## src/rtl/core/lqm_pkg.sv

```systemverilog
// ----------------------------------------------------------------------------
// lqm_pkg: shared types and constants of the linear queue with minimum
// Holds the queue depth, field widths, opcode and status codes, the
// transaction payload structs and the controller/datapath interface.
// ----------------------------------------------------------------------------
package lqm_pkg;

    // Queue geometry.
    localparam int DEPTH       = 8;
    localparam int PTR_W       = (DEPTH > 1) ? $clog2(DEPTH) : 1;
    localparam int OCC_W       = $clog2(DEPTH + 1);

    // Fixed field widths of the transaction payloads.
    localparam int VALUE_W     = 32;
    localparam int OCC_FIELD_W = 4;

    // Operation codes carried by a request.
    typedef enum logic [1:0] {
        OP_ENQ  = 2'd0,
        OP_DEQ  = 2'd1,
        OP_LIST = 2'd2
    } opcode_t;

    // Status codes carried by a response.
    typedef enum logic [1:0] {
        STATUS_OK    = 2'd0,
        STATUS_FULL  = 2'd1,
        STATUS_EMPTY = 2'd2
    } status_t;

    // Which kind of response the datapath builds.
    typedef enum logic [2:0] {
        EMIT_OK,
        EMIT_FULL,
        EMIT_EMPTY,
        EMIT_ITEM,
        EMIT_LIST
    } emit_kind_t;

    // Controller states.
    typedef enum logic [3:0] {
        S_IDLE,
        S_DECODE,
        S_DEQ_DATA,
        S_SCAN_START,
        S_SCAN_RD,
        S_SCAN_CMP,
        S_LIST_RD,
        S_LIST_EMIT,
        S_EMIT
    } state_t;

    // Request payload.
    typedef struct packed {
        opcode_t                     opcode;
        logic signed [VALUE_W-1:0]   push_value;
    } req_t;

    // Response payload.
    typedef struct packed {
        status_t                     status;
        logic signed [VALUE_W-1:0]   out_value;
        logic [OCC_FIELD_W-1:0]      occupancy;
        logic signed [VALUE_W-1:0]   smallest;
        logic                        last;
    } rsp_t;

    // Commands from the controller to the datapath.
    typedef struct packed {
        logic       load_req;
        logic       enq;
        logic       deq_adv;
        logic       item_load;
        logic       rd_en;
        logic       rd_head;
        logic       idx_init;
        logic       idx_inc;
        logic       min_cmp;
        logic       emit;
        emit_kind_t emit_kind;
        logic       emit_last;
    } lqm_cmd_t;

    // Status from the datapath to the controller.
    typedef struct packed {
        opcode_t op;
        logic    full;
        logic    empty;
        logic    head_eq_tail;
        logic    idx_at_tail;
        logic    out_free;
    } lqm_stat_t;

endpackage

```

## src/rtl/core/lqm_ctrl.sv

```systemverilog
// ----------------------------------------------------------------------------
// lqm_ctrl: sequencer of the linear queue with minimum
// Accepts one request at a time, steps the datapath through the memory
// reads of a dequeue, a minimum rescan or a listing, and issues responses.
// ----------------------------------------------------------------------------
module lqm_ctrl (
    input  logic               clk,
    input  logic               rst_n,
    input  logic               req_valid,
    output logic               req_ready,
    input  lqm_pkg::lqm_stat_t stat,
    output lqm_pkg::lqm_cmd_t  cmd
);

    lqm_pkg::state_t     state_reg, state_next;
    lqm_pkg::emit_kind_t kind_reg, kind_next;

    // State and pending response kind.
    always_ff @(posedge clk or negedge rst_n)
    begin
        if (!rst_n)
        begin
            state_reg <= lqm_pkg::S_IDLE;
            kind_reg  <= lqm_pkg::EMIT_OK;
        end
        else
        begin
            state_reg <= state_next;
            kind_reg  <= kind_next;
        end
    end

    // Next state and datapath commands.
    always_comb
    begin
        state_next    = state_reg;
        kind_next     = kind_reg;
        req_ready     = 1'b0;
        cmd           = '0;
        cmd.emit_kind = kind_reg;

        unique case (state_reg)
            lqm_pkg::S_IDLE:
            begin
                req_ready = 1'b1;
                if (req_valid)
                begin
                    cmd.load_req = 1'b1;
                    state_next   = lqm_pkg::S_DECODE;
                end
            end

            lqm_pkg::S_DECODE:
            begin
                case (stat.op)
                    lqm_pkg::OP_ENQ:
                    begin
                        if (stat.full)
                        begin
                            kind_next = lqm_pkg::EMIT_FULL;
                        end
                        else
                        begin
                            cmd.enq   = 1'b1;
                            kind_next = lqm_pkg::EMIT_OK;
                        end
                        state_next = lqm_pkg::S_EMIT;
                    end
                    lqm_pkg::OP_DEQ:
                    begin
                        if (stat.empty)
                        begin
                            kind_next  = lqm_pkg::EMIT_EMPTY;
                            state_next = lqm_pkg::S_EMIT;
                        end
                        else
                        begin
                            cmd.rd_en   = 1'b1;
                            cmd.rd_head = 1'b1;
                            state_next  = lqm_pkg::S_DEQ_DATA;
                        end
                    end
                    lqm_pkg::OP_LIST:
                    begin
                        if (stat.empty)
                        begin
                            kind_next  = lqm_pkg::EMIT_EMPTY;
                            state_next = lqm_pkg::S_EMIT;
                        end
                        else
                        begin
                            cmd.idx_init = 1'b1;
                            state_next   = lqm_pkg::S_LIST_RD;
                        end
                    end
                    default:
                    begin
                        // The unused opcode produces no response.
                        state_next = lqm_pkg::S_IDLE;
                    end
                endcase
            end

            lqm_pkg::S_DEQ_DATA:
            begin
                // Head data is back: keep it and retire the element.
                cmd.item_load = 1'b1;
                cmd.deq_adv   = 1'b1;
                kind_next     = lqm_pkg::EMIT_ITEM;
                if (stat.head_eq_tail)
                begin
                    state_next = lqm_pkg::S_EMIT;
                end
                else
                begin
                    state_next = lqm_pkg::S_SCAN_START;
                end
            end

            lqm_pkg::S_SCAN_START:
            begin
                cmd.idx_init = 1'b1;
                state_next   = lqm_pkg::S_SCAN_RD;
            end

            lqm_pkg::S_SCAN_RD:
            begin
                cmd.rd_en  = 1'b1;
                state_next = lqm_pkg::S_SCAN_CMP;
            end

            lqm_pkg::S_SCAN_CMP:
            begin
                cmd.min_cmp = 1'b1;
                if (stat.idx_at_tail)
                begin
                    state_next = lqm_pkg::S_EMIT;
                end
                else
                begin
                    cmd.idx_inc = 1'b1;
                    state_next  = lqm_pkg::S_SCAN_RD;
                end
            end

            lqm_pkg::S_LIST_RD:
            begin
                cmd.rd_en  = 1'b1;
                state_next = lqm_pkg::S_LIST_EMIT;
            end

            lqm_pkg::S_LIST_EMIT:
            begin
                cmd.emit_kind = lqm_pkg::EMIT_LIST;
                if (stat.out_free)
                begin
                    cmd.emit      = 1'b1;
                    cmd.emit_last = stat.idx_at_tail;
                    if (stat.idx_at_tail)
                    begin
                        state_next = lqm_pkg::S_IDLE;
                    end
                    else
                    begin
                        cmd.idx_inc = 1'b1;
                        state_next  = lqm_pkg::S_LIST_RD;
                    end
                end
            end

            lqm_pkg::S_EMIT:
            begin
                if (stat.out_free)
                begin
                    cmd.emit      = 1'b1;
                    cmd.emit_last = 1'b1;
                    state_next    = lqm_pkg::S_IDLE;
                end
            end

            default:
            begin
                state_next = lqm_pkg::S_IDLE;
            end
        endcase
    end

endmodule

```

## src/rtl/core/lqm_dp.sv

```systemverilog
// ----------------------------------------------------------------------------
// lqm_dp: datapath of the linear queue with minimum
// Slot memory with one registered read port, head and tail pointers,
// running minimum, scan index and the response output register.
// ----------------------------------------------------------------------------
module lqm_dp (
    input  logic               clk,
    input  logic               rst_n,
    input  lqm_pkg::req_t      req,
    input  lqm_pkg::lqm_cmd_t  cmd,
    output lqm_pkg::lqm_stat_t stat,
    output logic               rsp_valid,
    input  logic               rsp_ready,
    output lqm_pkg::rsp_t      rsp
);

    localparam logic [lqm_pkg::PTR_W-1:0] LAST_SLOT = lqm_pkg::PTR_W'(lqm_pkg::DEPTH - 1);

    // Slot storage.
    logic signed [lqm_pkg::VALUE_W-1:0] slots [lqm_pkg::DEPTH];

    // Control state.
    logic [lqm_pkg::PTR_W-1:0] head_reg, head_next;
    logic [lqm_pkg::PTR_W-1:0] tail_reg, tail_next;
    logic                      nonempty_reg, nonempty_next;
    logic                      out_valid_reg, out_valid_next;

    // Payload state.
    lqm_pkg::opcode_t                   op_reg;
    logic signed [lqm_pkg::VALUE_W-1:0] val_reg;
    logic signed [lqm_pkg::VALUE_W-1:0] min_reg, min_next;
    logic signed [lqm_pkg::VALUE_W-1:0] rd_data_reg;
    logic signed [lqm_pkg::VALUE_W-1:0] item_reg;
    logic [lqm_pkg::PTR_W-1:0]          idx_reg, idx_next;
    lqm_pkg::rsp_t                      out_reg, out_next;

    logic [lqm_pkg::PTR_W-1:0] wr_addr;
    logic [lqm_pkg::PTR_W-1:0] rd_addr;
    logic [lqm_pkg::OCC_W-1:0] occ;

    // Addresses and occupancy.
    assign wr_addr = nonempty_reg ? tail_reg + 1'b1 : '0;
    assign rd_addr = cmd.rd_head ? head_reg : idx_reg;
    assign occ     = nonempty_reg
                   ? lqm_pkg::OCC_W'({1'b0, tail_reg} - {1'b0, head_reg}) + 1'b1
                   : '0;

    // Status to the controller.
    always_comb
    begin
        stat.op           = op_reg;
        stat.full         = nonempty_reg && (tail_reg == LAST_SLOT);
        stat.empty        = !nonempty_reg;
        stat.head_eq_tail = (head_reg == tail_reg);
        stat.idx_at_tail  = (idx_reg == tail_reg);
        stat.out_free     = !out_valid_reg || rsp_ready;
    end

    // Pointer, minimum and index updates.
    always_comb
    begin
        head_next     = head_reg;
        tail_next     = tail_reg;
        nonempty_next = nonempty_reg;
        min_next      = min_reg;
        idx_next      = idx_reg;

        if (cmd.enq)
        begin
            if (nonempty_reg)
            begin
                tail_next = tail_reg + 1'b1;
                if (val_reg < min_reg)
                begin
                    min_next = val_reg;
                end
            end
            else
            begin
                head_next     = '0;
                tail_next     = '0;
                nonempty_next = 1'b1;
                min_next      = val_reg;
            end
        end

        if (cmd.deq_adv)
        begin
            if (head_reg == tail_reg)
            begin
                head_next     = '0;
                tail_next     = '0;
                nonempty_next = 1'b0;
            end
            else
            begin
                head_next = head_reg + 1'b1;
            end
        end

        // The first scanned element seeds the minimum.
        if (cmd.min_cmp)
        begin
            if ((idx_reg == head_reg) || (rd_data_reg < min_reg))
            begin
                min_next = rd_data_reg;
            end
        end

        if (cmd.idx_init)
        begin
            idx_next = head_reg;
        end
        else if (cmd.idx_inc)
        begin
            idx_next = idx_reg + 1'b1;
        end
    end

    // Response assembly.
    always_comb
    begin
        out_next           = out_reg;
        out_next.occupancy = lqm_pkg::OCC_FIELD_W'(occ);
        out_next.smallest  = nonempty_reg ? min_reg : '0;
        out_next.last      = cmd.emit_last;
        out_next.out_value = '0;
        case (cmd.emit_kind)
            lqm_pkg::EMIT_FULL:  out_next.status = lqm_pkg::STATUS_FULL;
            lqm_pkg::EMIT_EMPTY: out_next.status = lqm_pkg::STATUS_EMPTY;
            default:             out_next.status = lqm_pkg::STATUS_OK;
        endcase
        case (cmd.emit_kind)
            lqm_pkg::EMIT_ITEM: out_next.out_value = item_reg;
            lqm_pkg::EMIT_LIST: out_next.out_value = rd_data_reg;
            default:            out_next.out_value = '0;
        endcase

        if (cmd.emit)
        begin
            out_valid_next = 1'b1;
        end
        else if (rsp_ready)
        begin
            out_valid_next = 1'b0;
        end
        else
        begin
            out_valid_next = out_valid_reg;
        end
    end

    // Control registers.
    always_ff @(posedge clk or negedge rst_n)
    begin
        if (!rst_n)
        begin
            head_reg      <= '0;
            tail_reg      <= '0;
            nonempty_reg  <= 1'b0;
            out_valid_reg <= 1'b0;
        end
        else
        begin
            head_reg      <= head_next;
            tail_reg      <= tail_next;
            nonempty_reg  <= nonempty_next;
            out_valid_reg <= out_valid_next;
        end
    end

    // Payload registers.
    always_ff @(posedge clk)
    begin
        min_reg <= min_next;
        idx_reg <= idx_next;
        if (cmd.load_req)
        begin
            op_reg  <= req.opcode;
            val_reg <= req.push_value;
        end
        if (cmd.item_load)
        begin
            item_reg <= rd_data_reg;
        end
        if (cmd.emit)
        begin
            out_reg <= out_next;
        end
    end

    // Slot memory: one write port, one registered read port.
    always_ff @(posedge clk)
    begin
        if (cmd.enq)
        begin
            slots[wr_addr] <= val_reg;
        end
        if (cmd.rd_en)
        begin
            rd_data_reg <= slots[rd_addr];
        end
    end

    assign rsp_valid = out_valid_reg;
    assign rsp       = out_reg;

    // An empty queue always sits with both pointers on the first slot.
    a_empty_ptrs: assert property (@(posedge clk) disable iff (!rst_n)
        !nonempty_reg |-> (head_reg == '0) && (tail_reg == '0))
        else $error("empty queue with pointers off slot zero");

    // The head never passes the tail while elements are held.
    a_head_le_tail: assert property (@(posedge clk) disable iff (!rst_n)
        nonempty_reg |-> (head_reg <= tail_reg))
        else $error("head pointer beyond tail pointer");

    // A response is only loaded when the output register can take it.
    a_emit_free: assert property (@(posedge clk) disable iff (!rst_n)
        cmd.emit |-> (!out_valid_reg || rsp_ready))
        else $error("response overwrote a pending transaction");

    // An accepted enqueue leaves the queue non-empty.
    a_enq_fills: assert property (@(posedge clk) disable iff (!rst_n)
        cmd.enq |=> nonempty_reg)
        else $error("queue empty after enqueue");

endmodule

```

## src/rtl/core/linear_queue_with_min_core.sv

```systemverilog
// ----------------------------------------------------------------------------
// linear_queue_with_min_core: non-circular array queue with running minimum
// Top level joining the sequencer and the datapath.
// ----------------------------------------------------------------------------
// Usage:
//   Requests arrive on req (opcode, push_value) with req_valid/req_ready.
//   Responses leave on rsp (status, out_value, occupancy, smallest, last)
//   with rsp_valid/rsp_ready. One request is worked on at a time.
//   Enqueue, a full enqueue, or a dequeue/listing of an empty queue: the
//   request is decoded and the response is then registered; the next
//   request is taken only once that response has been loaded.
//   Dequeue: the head element is read and retired; when elements are left,
//   the minimum is then rescanned element by element through the single
//   read port of the slot memory.
//   Listing: one memory read and one response for each element, after the
//   request is taken and decoded.
//   Opcode 3 produces no response.
//   Reset leaves the queue empty with both pointers on the first slot; the
//   slot memory is not cleared. When the receiver stalls, the finished
//   response waits in the output register while the next request can still
//   be taken; a further response holds the sequencer until the register
//   frees, and req_ready stays low meanwhile.
// ----------------------------------------------------------------------------
module linear_queue_with_min_core (
    input  logic          clk,
    input  logic          rst_n,
    input  logic          req_valid,
    output logic          req_ready,
    input  lqm_pkg::req_t req,
    output logic          rsp_valid,
    input  logic          rsp_ready,
    output lqm_pkg::rsp_t rsp
);

    lqm_pkg::lqm_cmd_t  cmd;
    lqm_pkg::lqm_stat_t stat;

    // Sequencer.
    lqm_ctrl u_ctrl (
        .clk       (clk),
        .rst_n     (rst_n),
        .req_valid (req_valid),
        .req_ready (req_ready),
        .stat      (stat),
        .cmd       (cmd)
    );

    // Storage, pointers and response register.
    lqm_dp u_dp (
        .clk       (clk),
        .rst_n     (rst_n),
        .req       (req),
        .cmd       (cmd),
        .stat      (stat),
        .rsp_valid (rsp_valid),
        .rsp_ready (rsp_ready),
        .rsp       (rsp)
    );

endmodule
```

## config.mk

```make
export PLATFORM = sky130hd
export DESIGN_NAME = linear_queue_with_min_core
export DESIGN_NICKNAME = d
export VERILOG_FILES = /design/src/rtl/core/lqm_pkg.sv /design/src/rtl/core/lqm_ctrl.sv /design/src/rtl/core/lqm_dp.sv /design/src/rtl/core/linear_queue_with_min_core.sv
export SDC_FILE = /design/constraint.sdc
export NUM_CORES = 1
export LEC_CHECK = 0
export ABC_AREA = 1
export BUFFER_PORTS_ARGS = -buffer_cell sky130_fd_sc_hd__buf_2
export CORE_ASPECT_RATIO = 0.8
export CORE_MARGIN = 3
export CORE_UTILIZATION = 30
export CTS_CLUSTER_SIZE = 25
export DETAILED_ROUTE_END_ITERATION = 8
export PLACE_DENSITY = 0.52
export REMOVE_ABC_BUFFERS = 1
export SYNTH_ARGS = -nofsm -noshare
export SYNTH_HDL_FRONTEND = slang
export SYNTH_SLANG_ARGS = --single-unit
```

## constraint.sdc

```tcl
create_clock -name clk -period 14.1 [get_ports clk]
set_input_delay 0.705 -clock clk [delete_from_list [all_inputs] [get_ports clk]]
set_output_delay 0.705 -clock clk [all_outputs]
set_load 0.005 [all_outputs]
```

==> impl_metrics.tcl, run 1 <==
set metrics [dict create \
    cp-end-kind "flip-flop" \
    grt_pass1_vias 12700 \
    largest_reg_flops 256 \
    p_leak_nw 8.65 \
    drtIter0Drc 1065 \
    via_count 13000 \
    core-area_sq_mm 0.0659 \
    crit_path_top_delay_cell "buf_4" \
    diodes 0 \
    netlist_instances 1661 \
    synth_ff_type "edfxtp_1" \
    post-dp-hpwl_um 31200 \
    start_util_pct 30.4 \
    cpPeakStageDelay_ns 0.94 \
    rows 84 \
    tightest_slew_ns 1.22 \
    critical_path_class "reg -> reg" \
    setup-violations-final 0 \
    gr-total-overflow 0 \
    clkPwrFrac_pct 25.6 \
    grt_start_max_net_pins 113 \
    start_kind "flip-flop" \
    synth_most_common_cell "edfxtp_1" \
    synth.top_cells.by_area "edfxtp_1 (64%), nand2_1 (5.2%), ha_1 (4.6%)" \
    dieArea_sq_mm 0.0698 \
    chipHeight_um 237 \
    relSlewSlack_pct 18.8 \
    p_comb_share_pct 32.7 \
    remaining_drc_errors 0 \
    wirelength_um 53500 \
    outcome "finished, final reports clean" \
    htreeDepth 2 \
    yosys_warnings 0 \
    p_total_mw 5.03 \
    power_density_mw_per_mm2 218 \
    required_ns 14.52 \
    clk_pin_slew_ns 0.07 \
    antenna_found_initial 1 \
    grtUsageTotal_pct 15.3 \
    hold_viol_final 0 \
    yosysSeqAreaShare_pct 69.2 \
    drive_above_1_share_pct 13.5 \
    synth_edf_count 428 \
    chipWidth_um 295 \
    cts_root_buf "clkbuf_16" \
    sequentialPowerShare_pct 41.7 \
    synthDominantCellAreaShare_pct 64.2 \
    switchingPower_mw 1.91 \
    area_delta_synth_final_pct 15.4 \
    ios 111 \
    cp_max_fo 112 \
    syn_avg_cell_area_sq_um 12.0 \
    crit_top_cell "inv_2" \
    swShare_pct 37.9 \
    top_register "u_dp.slots" \
    period_share_pct 27.1 \
    peakVddDrop_v 0.000119 \
    cell_internal_pwr_mw 3.12 \
    cts_sinks 474 \
    ys_types 37 \
    setup_slack_ns 10.28 \
    clock_skew_ns 0.0279 \
    fin_crit_ns 3.82 \
    grt_pass1_wl_um 80800 \
    fmax_mhz 262 \
    insertion_delay_ns 0.59 \
    synthArstFlopShare_pct 2.95 \
    synth_commonest_cells "edfxtp_1 (428), nand2_1 (275), nor2_1 (158)" \
    ys_ff_latch 474 \
    final_antenna_net_count 0 \
    synth.largest_area_cell "edfxtp_1" \
    cts_buffers 48 \
    drv_cap 0 \
    cts_tree "built" \
    gp_congestion 0.796 \
    cts_buffer_depth 3 \
    dp_slack_ns 10.33 \
    portBuffers 110 \
    drt-wirelength-per-cell_um 20.1 \
    hold_class "in -> reg" \
    netlist_area_sq_mm 0.0200 \
    worstPathCellList "nor2_2 > inv_2 > nor3_4 > nand2_2 > nor2_4 > inv_2 > nand2_1 > nand2_4 > clkinv_2 > buf_4 > o21ai_0 > o22ai_1 > inv_1 > o21ai_1" \
    setup-tns-final_ns 0 \
    arrival_ns 4.23 \
    rsz0062_at_grt "false" \
    first_pass_iters 6 \
    vias_per_cell 4.88 \
    slew_viol_final 0 \
    fin_nets 1877 \
]
==> kinds of logic after synthesis <==
| group | share of synthesized area (%) |
|---|---|
| adder cells (fa/ha/maj) | 4.73 |
| AND/OR/NAND/NOR | 10.9 |
| AO/OA/AOI/OAI | 9.74 |
| flip-flops | 69.2 |
| XOR/XNOR | 0.394 |
| buffers and inverters | 5.00 |
==> per-layer routing <==
layer / up-vias / global-route usage (%) / part of all wire (%)
li1: 6120 / - / -
met1: 6422 / 23.0 / 49
met2: 377 / 23.1 / 44
met3: 61 / 2.18 / 5.6
met4: 0 / 3.91 / 1.6
met5: - / 0 / 0
==> power by group through the flow <==
stage / Combinational, mW / Clock, mW / Sequential (mW)
2_1_floorplan: 1.02 / 0 / 2.07
3_3_place_gp: 1.62 / 0 / 2.12
3_5_place_dp: 1.65 / 0 / 2.13
4_1_cts: 1.66 / 1.33 / 2.10
5_1_grt: 1.87 / 1.39 / 2.12
6_report: 1.64 / 1.29 / 2.10
==> per-stage QoR <==
step           area (sq um)  utilization (%)  hold WS [ns]  instances
6_report              23100             35.0         0.288       2661
2_1_floorplan         19600                -         0.409       1578
3_5_place_dp          21500             32.6         0.535       2573
4_1_cts               23100             35.0         0.245       2661
5_1_grt               23100             35.0         0.267       2661
3_3_place_gp          21500             32.6         0.526       2573
==> final cells by class <==
type | instances | area [sq um]
clock buffers | 55 | 1250
clock inverters | 32 | 334
fillers | 6391 | 42800
inverters | 149 | 561
multi-input cells | 955 | 5280
flip-flops and latches | 474 | 13800
well taps | 860 | 1080
repair buffers | 136 | 748
==> path summary, 6_finish.rpt <==
path	slack [ns]	to	depth (start not counted)	startpoint
min	0.29	u_dp.val_reg[31]	1	req[31]
max reg2reg	10.28	u_dp.rd_data_reg[30]	14	u_ctrl.state_reg[3]
min reg2reg	0.53	u_dp.item_reg[11]	0	u_dp.rd_data_reg[11]
max	10.28	u_dp.rd_data_reg[30]	14	u_ctrl.state_reg[3]
max in group asynchronous	13.25	u_dp.nonempty_reg	2	rst_n
min in group asynchronous	0.56	u_dp.rsp_valid	2	rst_n
==> timing repair <==
action | CTS | global route
resized for setup | 0 | 0
hold endpoints to repair | 8 | 0
buffers inserted | 0 | 0
hold buffers | 1 | 0
==> critical path, delay by kind of cell (launching register included) <==
family | cells | cell delay (ns)
buffers and inverters | 5 | 1.56
AND/OR/NAND/NOR | 6 | 1.07
AO/OA/AOI/OAI | 3 | 0.46
flip-flops | 1 | 0.41
==> layout by cell type, fill, tap and decap left out, types with 9 or more instances in the layout <==
cell type | Yosys | layout
dfrtp_1 | 14 | 13
o21ai_0 | 104 | 103
clkbuf_16 | 0 | 48
ha_1 | 74 | 74
a32o_1 | 32 | 32
nand2_1 | 275 | 273
o21ai_1 | 79 | 79
xnor2_1 | 9 | 9
buf_2 | 31 | 110
clkinv_2 | 0 | 9
buf_4 | 12 | 25
nand3_1 | 82 | 82
edfxtp_1 | 428 | 428
o22ai_1 | 66 | 66
dfxtp_1 | 32 | 32
a21oi_1 | 35 | 35
nor2_1 | 158 | 151
inv_1 | 144 | 144
No activity file was read; power rests on OpenSTA's default activity.
==> run 2: changes to the inputs <==
--- a/config.mk
+++ b/config.mk
@@ -12,7 +12,7 @@
 export CORE_UTILIZATION = 30
 export CTS_CLUSTER_SIZE = 25
 export DETAILED_ROUTE_END_ITERATION = 8
-export PLACE_DENSITY = 0.52
+export PLACE_DENSITY = 0.54
 export REMOVE_ABC_BUFFERS = 1
 export SYNTH_ARGS = -nofsm -noshare
 export SYNTH_HDL_FRONTEND = slang
==> constraint.sdc (replaced) <==
create_clock -name clk -period 3.4 [get_ports clk]
set_input_delay 0.17 -clock clk [delete_from_list [all_inputs] [get_ports clk]]
set_output_delay 0.17 -clock clk [all_outputs]
set_load 0.005 [all_outputs]
==> run 2 against run 1 <==
Clock-buffer cell count is the same. Critical endpoint is now u_dp.rd_data_reg[17]. Global-route usage grew 0.36 points. Core utilization grew 1.4 points. Maximum frequency grew 36%. Clock power grew to 4.6 times the previous value. Cell area grew 4.0%. Sequential cell count is the same. Sequential share of layout area shrank 2.3 points. Sequential power grew to 4.1 times the previous value. Via count grew 3.2%.
==> impl_metrics.tcl, run 2 (synthesis results as in run 1) <==
set metrics [dict create \
    largest_reg_flops 256 \
    cts_resized 0 \
    p_leak_nw 9.08 \
    relSlewSlack_pct 33.1 \
    cts_tree "built" \
    drt-wirelength-per-cell_um 20.3 \
    first_pass_iters 5 \
    chipWidth_um 295 \
    setup-violations-final 0 \
    grt_pass1_wl_um 82800 \
    grt_pass1_vias 13100 \
    fin_util_pct 36.5 \
    critical_path_class "reg -> reg" \
    antenna_found_initial 0 \
    gp_congestion 0.799 \
    diodes 0 \
    r2r_end "u_dp.rd_data_reg[17]" \
    portBuffers 110 \
    rows 84 \
    htreeDepth 2 \
    rsz0062_at_grt "false" \
    wirelength_um 55300 \
    setup.worst_path.start "u_ctrl.state_reg[3]" \
    fin_nets 1940 \
    gr-total-overflow 0 \
    period_share_pct 82.3 \
    cts_root_buf "clkbuf_16" \
    power_density_mw_per_mm2 911 \
    top_register "u_dp.slots" \
    cts_buffers 50 \
    timing.hold.ws_ns 0.0249 \
    cts_buffer_depth 3 \
    final_antenna_net_count 0 \
    most-common-layout-cells "edfxtp_1 (428), nand2_1 (275), nor2_1 (151), inv_1 (144), buf_2 (110)" \
    via_count 13400 \
    arrival_ns 3.12 \
    chipHeight_um 237 \
    ios 111 \
    slew_viol_final 0 \
    clock_skew_ns 0.0161 \
    vias_per_cell 4.91 \
    cp-end-kind "flip-flop" \
    grt_start_max_net_pins 129 \
    required_ns 3.73 \
    layout_commonest_cell "edfxtp_1" \
    setup_slack_ns 0.603 \
    dp_slack_ns 0.659 \
    hold_class "in -> async" \
    start_kind "flip-flop" \
    remaining_drc_errors 0 \
    start_util_pct 30.4 \
    drtIter0Drc 1215 \
    setup-tns-final_ns 0 \
    dieArea_sq_mm 0.0698 \
    fmax_mhz 358 \
    outcome "finished, final reports clean" \
    drive_above_1_share_pct 14.6 \
    drv_cap 0 \
    peakVddDrop_v 0.000524 \
    r2r-start "u_ctrl.state_reg[3]" \
    rr_worst_depth 13 \
    cp_max_fo 48 \
    tightest_slew_ns 1.00 \
    r2r_slack_ns 0.60 \
    insertion_delay_ns 0.60 \
    post-dp-hpwl_um 33300 \
    cts_sinks 474 \
    p_total_mw 21.9 \
    grtUsageTotal_pct 15.7 \
    hold_viol_final 0 \
    core-area_sq_mm 0.0659 \
    clk_pin_slew_ns 0.06 \
    fin_crit_ns 2.80 \
    area_delta_synth_final_pct 20.1 \
    cts_setup_buffers 0 \
]
run 2: cell count changes in the layout (fill, tap and decap cells not counted), sizes merged:
| cell | previous run | this run |
|---|---|---|
| buf | 135 | 160 |
| bufinv | 5 | 11 |
| clkinv | 17 | 19 |
| clkinvlp | 8 | 7 |
| dlygate4sd3 | 1 | 37 |
run 2: worst max-delay path by stage:
| stage | endpoint | slack, ns | depth (start not counted) |
|---|---|---|---|
| 2_1_floorplan | u_dp.rsp[0] | -2.21 | 5 |
| 3_3_place_gp | u_dp.rd_data_reg[25] | 0.69 | 13 |
| 3_5_place_dp | u_dp.rd_data_reg[27] | 0.66 | 13 |
| 4_1_cts | u_dp.rd_data_reg[27] | 0.64 | 13 |
| 5_1_grt | u_dp.rd_data_reg[19] | 0.34 | 13 |
| 6_report | u_dp.rd_data_reg[17] | 0.60 | 13 |
run 2: timing repair:
action                     in CTS  in global routing
hold buffers                   37                  0
setup endpoints to repair       0                  0
hold endpoints to repair       53                  0
run 2: critical path, cell delays in order (launching register included):
cell and delay (ns):
dfrtp_1 0.41, nor2_2 0.20, inv_2 0.08, nor3_4 0.19
nand2_2 0.11, nor2_4 0.10, nand2_1 0.09, nand2_4 0.10
clkinv_2 0.41, buf_12 0.37, o21ai_0 0.20, o22ai_1 0.10
nand2_1 0.06, o21ai_1 0.07
run 2: power breakdown:
group	total (mW)	internal, mW	switching (mW)
combinational	7.22	2.33	4.89
sequential	8.69	7.83	0.859
clock	5.98	3.60	2.38
total	21.9	13.8	8.13
run 2: cell type report:
class,instances,area (sq um)
Timing Repair Buffer,197,1470
Tap cell,860,1080
Fill cell,6306,41900
Sequential cell,474,13800
Clock buffer,55,1290
Multi-Input combinational cell,955,5280
Clock inverter,39,503
Inverter,149,561
run 2: metrics by stage:
stage	instance area, sq um	std cells
floorplan	19600	1578
global placement	21900	2598
detailed placement	21900	2598
CTS	24000	2729
global route	24000	2729
finish	24000	2729
run 2: metal layers:
metal | up-vias | routed length (um) | global-route usage [%]
met5 | - | 0 | 0
met4 | 0 | 1010 | 4.23
met3 | 78 | 4140 | 2.67
met2 | 521 | 24300 | 23.7
met1 | 6553 | 25900 | 23.2
li1 | 6249 | - | -
